### src/sv/kdef_pkg.sv
// Shared types, constants and helpers for the key debounce event queue.
package kdef_pkg;

    localparam int unsigned CODE_W     = 4;
    localparam int unsigned KEYS_W     = 4;
    localparam int unsigned KIND_W     = 2;
    localparam int unsigned FT_W       = 7;
    localparam int unsigned LT_W       = 10;
    localparam int unsigned FC_W       = 8;
    localparam int unsigned CFG_IDX_W  = 2;
    localparam int unsigned CFG_DATA_W = 10;
    localparam int unsigned OPQ_DEPTH  = 4;
    localparam int unsigned OPQ_PTR_W  = 2;
    localparam int unsigned OPQ_CNT_W  = 3;

    localparam logic [KIND_W-1:0] KIND_TICK  = 2'd0;
    localparam logic [KIND_W-1:0] KIND_POP   = 2'd1;
    localparam logic [KIND_W-1:0] KIND_CLEAR = 2'd2;

    localparam logic [CFG_IDX_W-1:0] REG_FILTER_TIME  = 2'd0;
    localparam logic [CFG_IDX_W-1:0] REG_LONG_TIME    = 2'd1;
    localparam logic [CFG_IDX_W-1:0] REG_REPEAT_SPEED = 2'd2;

    localparam logic [FT_W-1:0] FILTER_TIME_RST  = 7'd5;
    localparam logic [LT_W-1:0] LONG_TIME_RST    = 10'd100;
    localparam logic [LT_W-1:0] REPEAT_SPEED_RST = 10'd0;
    localparam logic [FC_W-1:0] FILTER_COUNT_RST = 8'd2;

    localparam logic [1:0] EV_PRESS   = 2'd1;
    localparam logic [1:0] EV_RELEASE = 2'd2;
    localparam logic [1:0] EV_LONG    = 2'd3;

    typedef struct packed {
        logic [KIND_W-1:0] kind;
        logic [KEYS_W-1:0] keys_down;
    } t_in_req;

    typedef struct packed {
        logic [CODE_W-1:0] event_code;
        logic              queue_empty;
    } t_out_rsp;

    typedef struct packed {
        logic [FT_W-1:0] filter_time;
        logic [LT_W-1:0] long_time;
        logic [LT_W-1:0] repeat_speed;
    } t_cfg;

    typedef enum logic [1:0] {
        OP_PUSH,
        OP_POP,
        OP_CLEAR
    } t_op;

    typedef struct packed {
        t_op               op;
        logic [CODE_W-1:0] code;
    } t_op_req;

    typedef enum logic [1:0] {
        SCAN_IDLE,
        SCAN_KEY,
        SCAN_SECOND
    } t_scan_state;

    function automatic logic [CODE_W-1:0] key_code(logic [2:0] key, logic [1:0] ev);
        logic [5:0] full_code;
        full_code = 6'(key) * 6'd3 + 6'(ev);
        return full_code[CODE_W-1:0];
    endfunction

endpackage

### src/sv/kdef_scan.sv
// Front end: accepts requests and runs the per-key debounce sequencer on scan ticks.
module kdef_scan #(
    parameter int NUM_KEYS = 4
) (
    input  logic                  i_clk,
    input  logic                  i_rst_n,
    input  kdef_pkg::t_cfg        i_cfg,
    input  logic                  i_req_valid,
    input  kdef_pkg::t_in_req     i_req,
    output logic                  o_req_ready,
    input  logic                  i_opq_full,
    output logic                  o_op_valid,
    output kdef_pkg::t_op_req     o_op
);

    localparam int KEY_IDX_W = (NUM_KEYS > 1) ? $clog2(NUM_KEYS) : 1;
    localparam logic [KEY_IDX_W-1:0] LAST_KEY = KEY_IDX_W'(NUM_KEYS - 1);

    kdef_pkg::t_scan_state r_state, n_state;
    logic [KEY_IDX_W-1:0]          r_key;
    logic [NUM_KEYS-1:0]           r_keys;
    logic [kdef_pkg::CODE_W-1:0]   r_code_b;
    logic [kdef_pkg::FC_W-1:0]     r_fc      [NUM_KEYS];
    logic                          r_pressed [NUM_KEYS];
    logic [kdef_pkg::LT_W-1:0]     r_hold    [NUM_KEYS];
    logic [kdef_pkg::LT_W-1:0]     r_rep     [NUM_KEYS];
    logic                          r_long    [NUM_KEYS];

    logic [NUM_KEYS+3:0]           w_keys_ext;
    logic [kdef_pkg::FC_W-1:0]     n_fc;
    logic                          n_pressed;
    logic [kdef_pkg::LT_W-1:0]     n_hold;
    logic [kdef_pkg::LT_W-1:0]     n_rep;
    logic                          n_long;
    logic                          w_down;
    logic [kdef_pkg::FC_W-1:0]     w_ft;
    logic [kdef_pkg::FC_W-1:0]     w_ft2;
    logic [kdef_pkg::CODE_W-1:0]   w_code_a;
    logic [kdef_pkg::CODE_W-1:0]   w_code_b;
    logic                          w_a_valid;
    logic                          w_b_valid;
    logic [kdef_pkg::CODE_W-1:0]   w_first_code;
    logic                          w_any_code;
    logic                          w_two_codes;
    logic                          w_accept;
    logic                          w_commit;
    logic                          w_save_b;
    logic                          w_advance;

    assign w_keys_ext   = (NUM_KEYS + 4)'(i_req.keys_down);
    assign w_down       = r_keys[r_key];
    assign w_ft         = {1'b0, i_cfg.filter_time};
    assign w_ft2        = {i_cfg.filter_time, 1'b0};
    assign w_first_code = w_a_valid ? w_code_a : w_code_b;
    assign w_any_code   = w_a_valid || w_b_valid;
    assign w_two_codes  = w_a_valid && w_b_valid;

    // Debounce, long-press and repeat update for the key under the sequencer.
    always_comb begin
        n_fc      = r_fc[r_key];
        n_pressed = r_pressed[r_key];
        n_hold    = r_hold[r_key];
        n_rep     = r_rep[r_key];
        n_long    = r_long[r_key];
        w_a_valid = 1'b0;
        w_b_valid = 1'b0;
        w_code_a  = kdef_pkg::key_code(3'(r_key), kdef_pkg::EV_PRESS);
        w_code_b  = kdef_pkg::key_code(3'(r_key), kdef_pkg::EV_LONG);
        if (w_down) begin
            if (r_fc[r_key] < w_ft) begin
                n_fc = w_ft;
            end else if (r_fc[r_key] < w_ft2) begin
                n_fc = r_fc[r_key] + 8'd1;
            end else begin
                if (!r_pressed[r_key]) begin
                    n_pressed = 1'b1;
                    w_a_valid = 1'b1;
                end
                if (i_cfg.long_time != '0) begin
                    if (r_hold[r_key] < i_cfg.long_time) begin
                        n_hold = r_hold[r_key] + 10'd1;
                        if (n_hold >= i_cfg.long_time) begin
                            n_long    = 1'b1;
                            w_b_valid = 1'b1;
                        end
                    end else if (i_cfg.repeat_speed != '0) begin
                        n_rep = r_rep[r_key] + 10'd1;
                        if (n_rep >= i_cfg.repeat_speed) begin
                            n_rep     = '0;
                            w_b_valid = 1'b1;
                            w_code_b  = kdef_pkg::key_code(3'(r_key), kdef_pkg::EV_PRESS);
                        end
                    end
                end
            end
        end else begin
            if (r_fc[r_key] > w_ft) begin
                n_fc = w_ft;
            end else if (r_fc[r_key] != '0) begin
                n_fc = r_fc[r_key] - 8'd1;
            end else if (r_pressed[r_key]) begin
                n_pressed = 1'b0;
                if (r_long[r_key]) begin
                    n_long = 1'b0;
                end else begin
                    w_a_valid = 1'b1;
                    w_code_a  = kdef_pkg::key_code(3'(r_key), kdef_pkg::EV_RELEASE);
                end
            end
            n_hold = '0;
            n_rep  = '0;
        end
    end

    always_comb begin
        w_accept    = 1'b0;
        w_commit    = 1'b0;
        w_save_b    = 1'b0;
        w_advance   = 1'b0;
        o_op_valid  = 1'b0;
        o_op.op     = kdef_pkg::OP_PUSH;
        o_op.code   = '0;
        o_req_ready = (r_state == kdef_pkg::SCAN_IDLE) && !i_opq_full;
        case (r_state)
            kdef_pkg::SCAN_IDLE: begin
                w_accept = i_req_valid && o_req_ready;
                if (w_accept) begin
                    case (i_req.kind)
                        kdef_pkg::KIND_POP: begin
                            o_op_valid = 1'b1;
                            o_op.op    = kdef_pkg::OP_POP;
                        end
                        kdef_pkg::KIND_CLEAR: begin
                            o_op_valid = 1'b1;
                            o_op.op    = kdef_pkg::OP_CLEAR;
                        end
                        default: ;
                    endcase
                end
            end
            kdef_pkg::SCAN_KEY: begin
                if (!w_any_code) begin
                    w_commit  = 1'b1;
                    w_advance = 1'b1;
                end else if (!i_opq_full) begin
                    w_commit   = 1'b1;
                    o_op_valid = 1'b1;
                    o_op.code  = w_first_code;
                    if (w_two_codes) begin
                        w_save_b = 1'b1;
                    end else begin
                        w_advance = 1'b1;
                    end
                end
            end
            kdef_pkg::SCAN_SECOND: begin
                if (!i_opq_full) begin
                    o_op_valid = 1'b1;
                    o_op.code  = r_code_b;
                    w_advance  = 1'b1;
                end
            end
            default: ;
        endcase
    end

    always_comb begin
        n_state = r_state;
        case (r_state)
            kdef_pkg::SCAN_IDLE: begin
                if (w_accept && (i_req.kind == kdef_pkg::KIND_TICK)) begin
                    n_state = kdef_pkg::SCAN_KEY;
                end
            end
            kdef_pkg::SCAN_KEY: begin
                if (w_save_b) begin
                    n_state = kdef_pkg::SCAN_SECOND;
                end else if (w_advance && (r_key == LAST_KEY)) begin
                    n_state = kdef_pkg::SCAN_IDLE;
                end
            end
            kdef_pkg::SCAN_SECOND: begin
                if (w_advance) begin
                    n_state = (r_key == LAST_KEY) ? kdef_pkg::SCAN_IDLE : kdef_pkg::SCAN_KEY;
                end
            end
            default: n_state = kdef_pkg::SCAN_IDLE;
        endcase
    end

    always_ff @(posedge i_clk) begin
        if (!i_rst_n) begin
            r_state <= kdef_pkg::SCAN_IDLE;
            r_key   <= '0;
            for (int k = 0; k < NUM_KEYS; k++) begin
                r_fc[k]      <= kdef_pkg::FILTER_COUNT_RST;
                r_pressed[k] <= 1'b0;
                r_hold[k]    <= '0;
                r_rep[k]     <= '0;
                r_long[k]    <= 1'b0;
            end
        end else begin
            r_state <= n_state;
            if (w_accept) begin
                r_key <= '0;
            end else if (w_advance && (r_key != LAST_KEY)) begin
                r_key <= r_key + KEY_IDX_W'(1);
            end
            if (w_commit) begin
                r_fc[r_key]      <= n_fc;
                r_pressed[r_key] <= n_pressed;
                r_hold[r_key]    <= n_hold;
                r_rep[r_key]     <= n_rep;
                r_long[r_key]    <= n_long;
            end
        end
    end

    always_ff @(posedge i_clk) begin
        if (w_accept) begin
            r_keys <= w_keys_ext[NUM_KEYS-1:0];
        end
        if (w_save_b) begin
            r_code_b <= w_code_b;
        end
    end

endmodule

### src/sv/kdef_opq.sv
// Short operation queue between the scan front end and the event queue back end.
module kdef_opq (
    input  logic              i_clk,
    input  logic              i_rst_n,
    input  logic              i_push,
    input  kdef_pkg::t_op_req i_data,
    output logic              o_full,
    input  logic              i_pop,
    output logic              o_valid,
    output kdef_pkg::t_op_req o_data
);

    kdef_pkg::t_op_req                r_slot [kdef_pkg::OPQ_DEPTH];
    logic [kdef_pkg::OPQ_PTR_W-1:0]   r_wr;
    logic [kdef_pkg::OPQ_PTR_W-1:0]   r_rd;
    logic [kdef_pkg::OPQ_CNT_W-1:0]   r_cnt;

    assign o_full  = (r_cnt == kdef_pkg::OPQ_CNT_W'(kdef_pkg::OPQ_DEPTH));
    assign o_valid = (r_cnt != '0);
    assign o_data  = r_slot[r_rd];

    always_ff @(posedge i_clk) begin
        if (!i_rst_n) begin
            r_wr  <= '0;
            r_rd  <= '0;
            r_cnt <= '0;
        end else begin
            if (i_push) begin
                r_wr <= r_wr + kdef_pkg::OPQ_PTR_W'(1);
            end
            if (i_pop) begin
                r_rd <= r_rd + kdef_pkg::OPQ_PTR_W'(1);
            end
            if (i_push && !i_pop) begin
                r_cnt <= r_cnt + kdef_pkg::OPQ_CNT_W'(1);
            end else if (!i_push && i_pop) begin
                r_cnt <= r_cnt - kdef_pkg::OPQ_CNT_W'(1);
            end
        end
    end

    always_ff @(posedge i_clk) begin
        if (i_push) begin
            r_slot[r_wr] <= i_data;
        end
    end

endmodule

### src/sv/kdef_evq.sv
// Back end: event ring memory with push, pop and clear, plus a two-entry result buffer.
module kdef_evq #(
    parameter int QUEUE_DEPTH = 16
) (
    input  logic               i_clk,
    input  logic               i_rst_n,
    input  logic               i_op_valid,
    input  kdef_pkg::t_op_req  i_op,
    output logic               o_op_ready,
    input  logic               i_rsp_pop,
    output logic               o_rsp_empty,
    output kdef_pkg::t_out_rsp o_rsp
);

    localparam int PTR_W = $clog2(QUEUE_DEPTH);
    localparam logic [PTR_W-1:0] LAST_SLOT = PTR_W'(QUEUE_DEPTH - 1);

    logic [kdef_pkg::CODE_W-1:0] r_mem [QUEUE_DEPTH];
    logic [PTR_W-1:0]            r_wr;
    logic [PTR_W-1:0]            r_rd;
    logic                        r_rd_valid;
    logic                        r_rd_none;
    logic [kdef_pkg::CODE_W-1:0] r_mem_q;
    kdef_pkg::t_out_rsp          r_oq [2];
    logic                        r_oq_wr;
    logic                        r_oq_rd;
    logic [1:0]                  r_oq_cnt;

    logic                        w_out_pop;
    logic                        w_credit;
    logic                        w_do;
    logic                        w_push;
    logic                        w_pop;
    logic                        w_clear;
    logic                        w_empty;
    kdef_pkg::t_out_rsp          w_rsp_new;

    assign w_out_pop   = i_rsp_pop && (r_oq_cnt != '0);
    assign w_credit    = ({1'b0, r_oq_cnt} + {2'b00, r_rd_valid}) < (3'd2 + {2'b00, w_out_pop});
    assign o_op_ready  = (i_op.op != kdef_pkg::OP_POP) || w_credit;
    assign w_do        = i_op_valid && o_op_ready;
    assign w_push      = w_do && (i_op.op == kdef_pkg::OP_PUSH);
    assign w_pop       = w_do && (i_op.op == kdef_pkg::OP_POP);
    assign w_clear     = w_do && (i_op.op == kdef_pkg::OP_CLEAR);
    assign w_empty     = (r_rd == r_wr);

    assign w_rsp_new.event_code  = r_rd_none ? '0 : r_mem_q;
    assign w_rsp_new.queue_empty = r_rd_none;
    assign o_rsp_empty = (r_oq_cnt == '0);
    assign o_rsp       = r_oq[r_oq_rd];

    always_ff @(posedge i_clk) begin
        if (w_push) begin
            r_mem[r_wr] <= i_op.code;
        end
        if (w_pop) begin
            r_mem_q <= r_mem[r_rd];
        end
    end

    always_ff @(posedge i_clk) begin
        if (w_pop) begin
            r_rd_none <= w_empty;
        end
        if (r_rd_valid) begin
            r_oq[r_oq_wr] <= w_rsp_new;
        end
    end

    always_ff @(posedge i_clk) begin
        if (!i_rst_n) begin
            r_wr       <= '0;
            r_rd       <= '0;
            r_rd_valid <= 1'b0;
            r_oq_wr    <= 1'b0;
            r_oq_rd    <= 1'b0;
            r_oq_cnt   <= '0;
        end else begin
            r_rd_valid <= w_pop;
            if (w_push) begin
                r_wr <= (r_wr == LAST_SLOT) ? '0 : r_wr + PTR_W'(1);
            end
            if (w_clear) begin
                r_rd <= r_wr;
            end else if (w_pop && !w_empty) begin
                r_rd <= (r_rd == LAST_SLOT) ? '0 : r_rd + PTR_W'(1);
            end
            if (r_rd_valid) begin
                r_oq_wr <= ~r_oq_wr;
            end
            if (w_out_pop) begin
                r_oq_rd <= ~r_oq_rd;
            end
            if (r_rd_valid && !w_out_pop) begin
                r_oq_cnt <= r_oq_cnt + 2'd1;
            end else if (!r_rd_valid && w_out_pop) begin
                r_oq_cnt <= r_oq_cnt - 2'd1;
            end
        end
    end

endmodule

### src/sv/key_debounce_event_fifo_core.sv
// Top level of the key debounce event queue: config registers and front/back wiring.
//
// Requests enter through push/full. A scan tick samples i_req.keys_down and
// walks the keys one per cycle while the operation queue has room; a key
// raising two events also passes through SCAN_SECOND, and full stays high
// until the walk ends. Pop and clear requests are taken one per cycle while
// full is low; they pass a four-entry operation queue, so ticks, pops and
// clears act in request order. A pop yields one response on o_rsp, shown
// while empty is low and taken with pop; ticks and clears yield none. The
// event ring holds up to QUEUE_DEPTH-1 codes and never checks for space, so
// an overrun wraps the write pointer. When the receiver stalls, two responses
// wait in the output buffer, then four requests in the operation queue, then
// full rises. Configuration writes are taken in any cycle (o_cfg_ready is
// always high) and should be issued while no request is in flight. Reset
// restores the register defaults, resets all key state and empties every queue.
module key_debounce_event_fifo_core #(
    parameter int NUM_KEYS    = 4,
    parameter int QUEUE_DEPTH = 16
) (
    input  logic                                i_clk,
    input  logic                                i_rst_n,
    input  logic                                push,
    output logic                                full,
    input  kdef_pkg::t_in_req                   i_req,
    output logic                                empty,
    input  logic                                pop,
    output kdef_pkg::t_out_rsp                  o_rsp,
    input  logic                                i_cfg_valid,
    output logic                                o_cfg_ready,
    input  logic [kdef_pkg::CFG_IDX_W-1:0]      i_cfg_index,
    input  logic [kdef_pkg::CFG_DATA_W-1:0]     i_cfg_data
);

    kdef_pkg::t_cfg    r_cfg;
    logic              w_req_ready;
    logic              w_op_valid;
    kdef_pkg::t_op_req w_op;
    logic              w_opq_full;
    logic              w_opq_valid;
    kdef_pkg::t_op_req w_opq_data;
    logic              w_back_ready;
    logic              w_opq_pop;

    assign o_cfg_ready = 1'b1;
    assign full        = !w_req_ready;
    assign w_opq_pop   = w_opq_valid && w_back_ready;

    always_ff @(posedge i_clk) begin
        if (!i_rst_n) begin
            r_cfg.filter_time  <= kdef_pkg::FILTER_TIME_RST;
            r_cfg.long_time    <= kdef_pkg::LONG_TIME_RST;
            r_cfg.repeat_speed <= kdef_pkg::REPEAT_SPEED_RST;
        end else if (i_cfg_valid && o_cfg_ready) begin
            case (i_cfg_index)
                kdef_pkg::REG_FILTER_TIME:  r_cfg.filter_time  <= i_cfg_data[kdef_pkg::FT_W-1:0];
                kdef_pkg::REG_LONG_TIME:    r_cfg.long_time    <= i_cfg_data;
                kdef_pkg::REG_REPEAT_SPEED: r_cfg.repeat_speed <= i_cfg_data;
                default: ;
            endcase
        end
    end

    kdef_scan #(
        .NUM_KEYS (NUM_KEYS)
    ) u_scan (
        .i_clk       (i_clk),
        .i_rst_n     (i_rst_n),
        .i_cfg       (r_cfg),
        .i_req_valid (push),
        .i_req       (i_req),
        .o_req_ready (w_req_ready),
        .i_opq_full  (w_opq_full),
        .o_op_valid  (w_op_valid),
        .o_op        (w_op)
    );

    kdef_opq u_opq (
        .i_clk   (i_clk),
        .i_rst_n (i_rst_n),
        .i_push  (w_op_valid),
        .i_data  (w_op),
        .o_full  (w_opq_full),
        .i_pop   (w_opq_pop),
        .o_valid (w_opq_valid),
        .o_data  (w_opq_data)
    );

    kdef_evq #(
        .QUEUE_DEPTH (QUEUE_DEPTH)
    ) u_evq (
        .i_clk       (i_clk),
        .i_rst_n     (i_rst_n),
        .i_op_valid  (w_opq_valid),
        .i_op        (w_opq_data),
        .o_op_ready  (w_back_ready),
        .i_rsp_pop   (pop),
        .o_rsp_empty (empty),
        .o_rsp       (o_rsp)
    );

`ifndef SYNTHESIS
    a_no_opq_overflow: assert property (@(posedge i_clk) disable iff (!i_rst_n)
        !(w_op_valid && w_opq_full))
        else $error("Operation queue written while full.");

    a_tick_blocks_input: assert property (@(posedge i_clk) disable iff (!i_rst_n)
        (push && !full && (i_req.kind == kdef_pkg::KIND_TICK)) |=> full)
        else $error("Input not held off while a scan tick is walking the keys.");

    a_pop_reaches_opq: assert property (@(posedge i_clk) disable iff (!i_rst_n)
        (push && !full && (i_req.kind == kdef_pkg::KIND_POP)) |=> w_opq_valid)
        else $error("Accepted pop request did not reach the operation queue.");
`endif

endmodule

### config.mk
export PLATFORM = sky130hd
export DESIGN_NAME = key_debounce_event_fifo_core
export DESIGN_NICKNAME = d
export VERILOG_FILES = /design/src/sv/kdef_pkg.sv /design/src/sv/kdef_scan.sv /design/src/sv/kdef_opq.sv /design/src/sv/kdef_evq.sv /design/src/sv/key_debounce_event_fifo_core.sv
export SDC_FILE = /design/constraint.sdc
export NUM_CORES = 1
export LEC_CHECK = 0
export BUFFER_PORTS_ARGS = -buffer_cell sky130_fd_sc_hd__buf_2
export CORE_UTILIZATION = 40
export CTS_CLUSTER_SIZE = 30
export DETAILED_ROUTE_END_ITERATION = 8
export PLACE_DENSITY_LB_ADDON = 0.08
export SYNTH_ARGS = -nofsm -noshare
export SYNTH_HDL_FRONTEND = slang
export SYNTH_SLANG_ARGS = --single-unit
### constraint.sdc
create_clock -name i_clk -period 7.8 [get_ports i_clk]
set_input_delay 0 -clock i_clk [delete_from_list [all_inputs] [get_ports i_clk]]
set_output_delay 0 -clock i_clk [all_outputs]
set_load 0.02 [all_outputs]
==> metrics.txt <==
cells resized by post-CTS repair 0; number of diodes added for antenna fixing 0; post-CTS setup repair buffer count 0; Num CTS Buffers 34; CTS Sinks ~290; Hold Path Cell Cnt 4; num ports 31; number of global-route vias before repair 9076; Slowest Stage Delay on Critical Path between 600 and 700 ps; power density of the placed cells around 280 nW/um^2; via count normalized by instance count about 5.4; fillcell total ~3200; Critical Path Stages 20; result of the run completed; insertion delay to the later sink of the worst-skew pair between 500 and 600 ps; die outline height about 190 microns; Post-synth EDFFs 225; average cell area after synthesis around 12 sq um; final hold slack between 30 and 40 ps; WHS Endpoint r_cfg[19]$_SDFFE_PN0P_; arrival time reported for the critical path endpoint roughly 6400 ps; Unique masters post-synth 68; top flip-flop cell by instance count after synthesis sky130_fd_sc_hd__edfxtp_1; initial core utilization 0.411; Layout Skew 13.1 ps; ANT nets after route 0; data required time of the worst path 8230 ps; worst ir drop on vdd 0.167 mV; Pre-Repair DR Iteration Count 5; routability-driven placement congestion ratio ~0.82; synthesized instance count roughly 1100; transition time at the pin with the least slew margin between 1000 and 1500 ps; wire length after detailed routing 34.9 mm; Final Hold Violating Endpoints 0; H-tree lvl count 2; RSZ-0062 raised after global routing no; post-synthesis to final-layout area growth 13.2%; remaining design rule violation count 0; net count of the finished layout between 1000 and 1500; FF-to-FF End u_opq.r_cnt[2]$_SDFFE_PN0P_; Total Die Area approximately 37000 sq um; MaxCap Viol Count 0; final total negative setup slack 0 ps; highest-count cells in the layout ignoring fill and taps sky130_fd_sc_hd__edfxtp_1, sky130_fd_sc_hd__nor2_1, sky130_fd_sc_hd__nand2_1; initial antenna violation count 0; share of final-layout standard cells stronger than drive strength 1 0.144; share of synthesized area occupied by flip-flops and latches 0.557; via count approximately 9000; first-pass GRT wire length roughly 54 mm; count of input and output buffers 29; period utilization 0.761; cell area after technology mapping approximately 14000 sq um; cell type of the slowest stage on the worst timing path sky130_fd_sc_hd__dfxtp_2; global route total overflow 0; category of the most critical setup path flop to flop; HPWL after detailed placement about 24 mm; die width 191 microns; family with the most delay on the worst path compound AO/OA/AOI/OAI gates; share of flip-flops with an asynchronous set or reset after synthesis 0; clock root buffer sky130_fd_sc_hd__clkbuf_16; launch instance of the worst min-delay path i_cfg_index[1]; worst hold path class primary input to flop; nature of the critical path startpoint flop; CTS tree done; maximum clock frequency about 0.17 GHz; clock buffer depth 3; r2r worst-path depth 20; Crit path buffers/inverters 2; Pleak 0.00597 uW; series of cell instances along the critical path buf_4, mux4_2, nand3_1, nor2_1, and3_1, xor2_1, ha_1, nand4_1, a221o_1, a211oi_1, o21bai_1, a21oi_2, nor2_1, o21ba_2, ha_1, inv_1, fa_1, xor2_1, or3_1, a21boi_0; syn_nets roughly 1200; Core Footprint around 35000 sq um; final-report max-slew violation count 0; maximum number of pins on one net before global-route repair 38; Clk pin slew, worst setup/hold paths around 60 ps; global routing usage summed across all routing layers 0.197; Iteration-0 DRC Markers ~670; row count 68; Relative slew margins 0.250; capturing element type of the critical path flop; #FFs+latches synth ~290; FF-to-FF setup slack ~1900 ps; most common cell after layout, fill and taps aside sky130_fd_sc_hd__edfxtp_1; post-DR wirelength/cell roughly 21 microns; time the worst path needs with I/O delays and setup around 5900 ps; number of warnings printed during yosys synthesis 0; worst-path fanout max 14; total setup violations reported at the end of the flow 0
-- Yosys cell counts (4+ instances only) --
library cell	instances	area, sq um
sky130_fd_sc_hd__a21boi_0	11	82.6
sky130_fd_sc_hd__nand2b_1	12	75.1
sky130_fd_sc_hd__xor2_1	24	210
sky130_fd_sc_hd__nor4_1	9	56.3
sky130_fd_sc_hd__and3_1	31	194
sky130_fd_sc_hd__o211a_1	4	40.0
sky130_fd_sc_hd__a211o_1	5	43.8
sky130_fd_sc_hd__or3_1	7	43.8
sky130_fd_sc_hd__dfxtp_1	62	1240
sky130_fd_sc_hd__buf_2	10	50.1
sky130_fd_sc_hd__o211ai_1	8	60.1
sky130_fd_sc_hd__nand2_1	103	387
sky130_fd_sc_hd__nand3_1	20	100
sky130_fd_sc_hd__xnor2_1	27	236
sky130_fd_sc_hd__edfxtp_1	225	6760
sky130_fd_sc_hd__mux4_2	57	1280
sky130_fd_sc_hd__nand4_1	8	50.1
sky130_fd_sc_hd__nor3_1	23	115
sky130_fd_sc_hd__nor3b_1	5	37.5
sky130_fd_sc_hd__and2_1	24	150
sky130_fd_sc_hd__a21oi_1	24	120
sky130_fd_sc_hd__clkbuf_1	30	113
sky130_fd_sc_hd__ha_1	72	901
sky130_fd_sc_hd__a22o_1	7	61.3
sky130_fd_sc_hd__a211oi_1	6	45.0
sky130_fd_sc_hd__o21ai_0	40	200
sky130_fd_sc_hd__mux2_2	7	78.8
sky130_fd_sc_hd__nor2b_1	26	163
sky130_fd_sc_hd__a21o_1	10	75.1
sky130_fd_sc_hd__inv_1	52	195
sky130_fd_sc_hd__mux2i_1	21	210
sky130_fd_sc_hd__nor2_1	116	435
sky130_fd_sc_hd__buf_1	6	22.5
-- state kept, by name, indices dropped and copies added, names as in the netlist, 2 cells and up, named ones only --
register	count
u_opq.r_rd	2
u_scan.r_hold	40
u_scan.r_keys	4
u_evq.r_rd	4
u_scan.r_key	2
u_evq.r_wr	4
u_evq.r_oq	10
u_evq.r_mem	64
u_opq.r_wr	2
u_scan.r_code_b	4
u_evq.r_oq_cnt	2
u_opq.r_slot	24
u_evq.r_mem_q	4
u_scan.r_long	4
u_scan.r_rep	40
u_opq.r_cnt	3
u_scan.r_state	2
u_scan.r_fc	32
u_scan.r_pressed	4
r_cfg	27
-- worst reg2reg max path, delay by kind of cell, from the launching register on --
family	cells	cell delay, ps
xor gates and xnor gates	2	310
and+or+nand+nor	6	1240
AOI/OAI and AO/OA	6	1660
buffers and inverters	2	440
muxes	1	620
DFF	1	690
adders and majority gates	3	890
-- layout make-up --
| type | instances | area (sq um) | area share |
|---|---|---|---|
| well taps | 455 | 569 | 0.0350 |
| multi-input cells | 758 | 5930 | 0.365 |
| clock inverters | 18 | 181 | 0.0112 |
| flip-flops and latches | 287 | 8000 | 0.492 |
| inverters | 53 | 199 | 0.0122 |
| repair buffers | 66 | 468 | 0.0288 |
| clock buffers | 44 | 898 | 0.0553 |
-- power by group --
part           total (uW)  internal [uW]  leakage (uW)  switching [uW]
registers            1950           1850       0.00268             104
logic                1100            442       0.00276             656
clock network        1540            918      0.000529             619
total                4590           3210       0.00597            1380
-- repair_timing --
item                                    4_1_cts  5_1_grt
endpoints found under the hold margin        35        0
endpoints found under the setup margin        0        0
hold buffers                                 18        0
-- per-layer routing --
layer	wire, microns	up-vias	track usage
met3	1360	37	0.0242
met4	509	0	0.0403
met5	0	-	0
li1	-	4348	-
met1	16800	4509	0.286
met2	16200	186	0.316
-- per-stage QoR --
stage | instances | total power, uW | setup slack (ps) | area [sq um] | util
finish | 1681 | 4590 | 1860 | 16200 | 0.466
global route | 1681 | 4830 | 1430 | 16200 | 0.466
CTS | 1681 | 4650 | 1790 | 16200 | 0.466
detailed placement | 1601 | 3090 | 1810 | 15000 | 0.430
global placement | 1601 | 3080 | 1880 | 15000 | 0.430
floorplan | 1148 | 2750 | 2510 | 14300 | -
-- logic make-up after synthesis --
family                   after synthesis  synth area share
multiplexers                          85             0.110
XOR/XNOR                              51            0.0311
AO/OA/AOI/OAI                        153            0.0750
buffers and inverters                103            0.0291
adder cells (fa/ha/maj)               73            0.0642
other                                  1          0.000261
AND/OR/NAND/NOR                      395             0.133
flip-flops                           287             0.557
-- how the worst max path moves through the flow --
stage               startpoint                           to
CTS                       flop  u_opq.r_cnt[2]$_SDFFE_PN0P_
global placement          flop  u_opq.r_cnt[2]$_SDFFE_PN0P_
global route              flop  u_opq.r_cnt[2]$_SDFFE_PN0P_
floorplan                 flop  u_opq.r_cnt[2]$_SDFFE_PN0P_
finish                    flop  u_opq.r_cnt[2]$_SDFFE_PN0P_
detailed placement        flop  u_opq.r_cnt[2]$_SDFFE_PN0P_
Note: power is estimated with default switching activity, not from simulation.
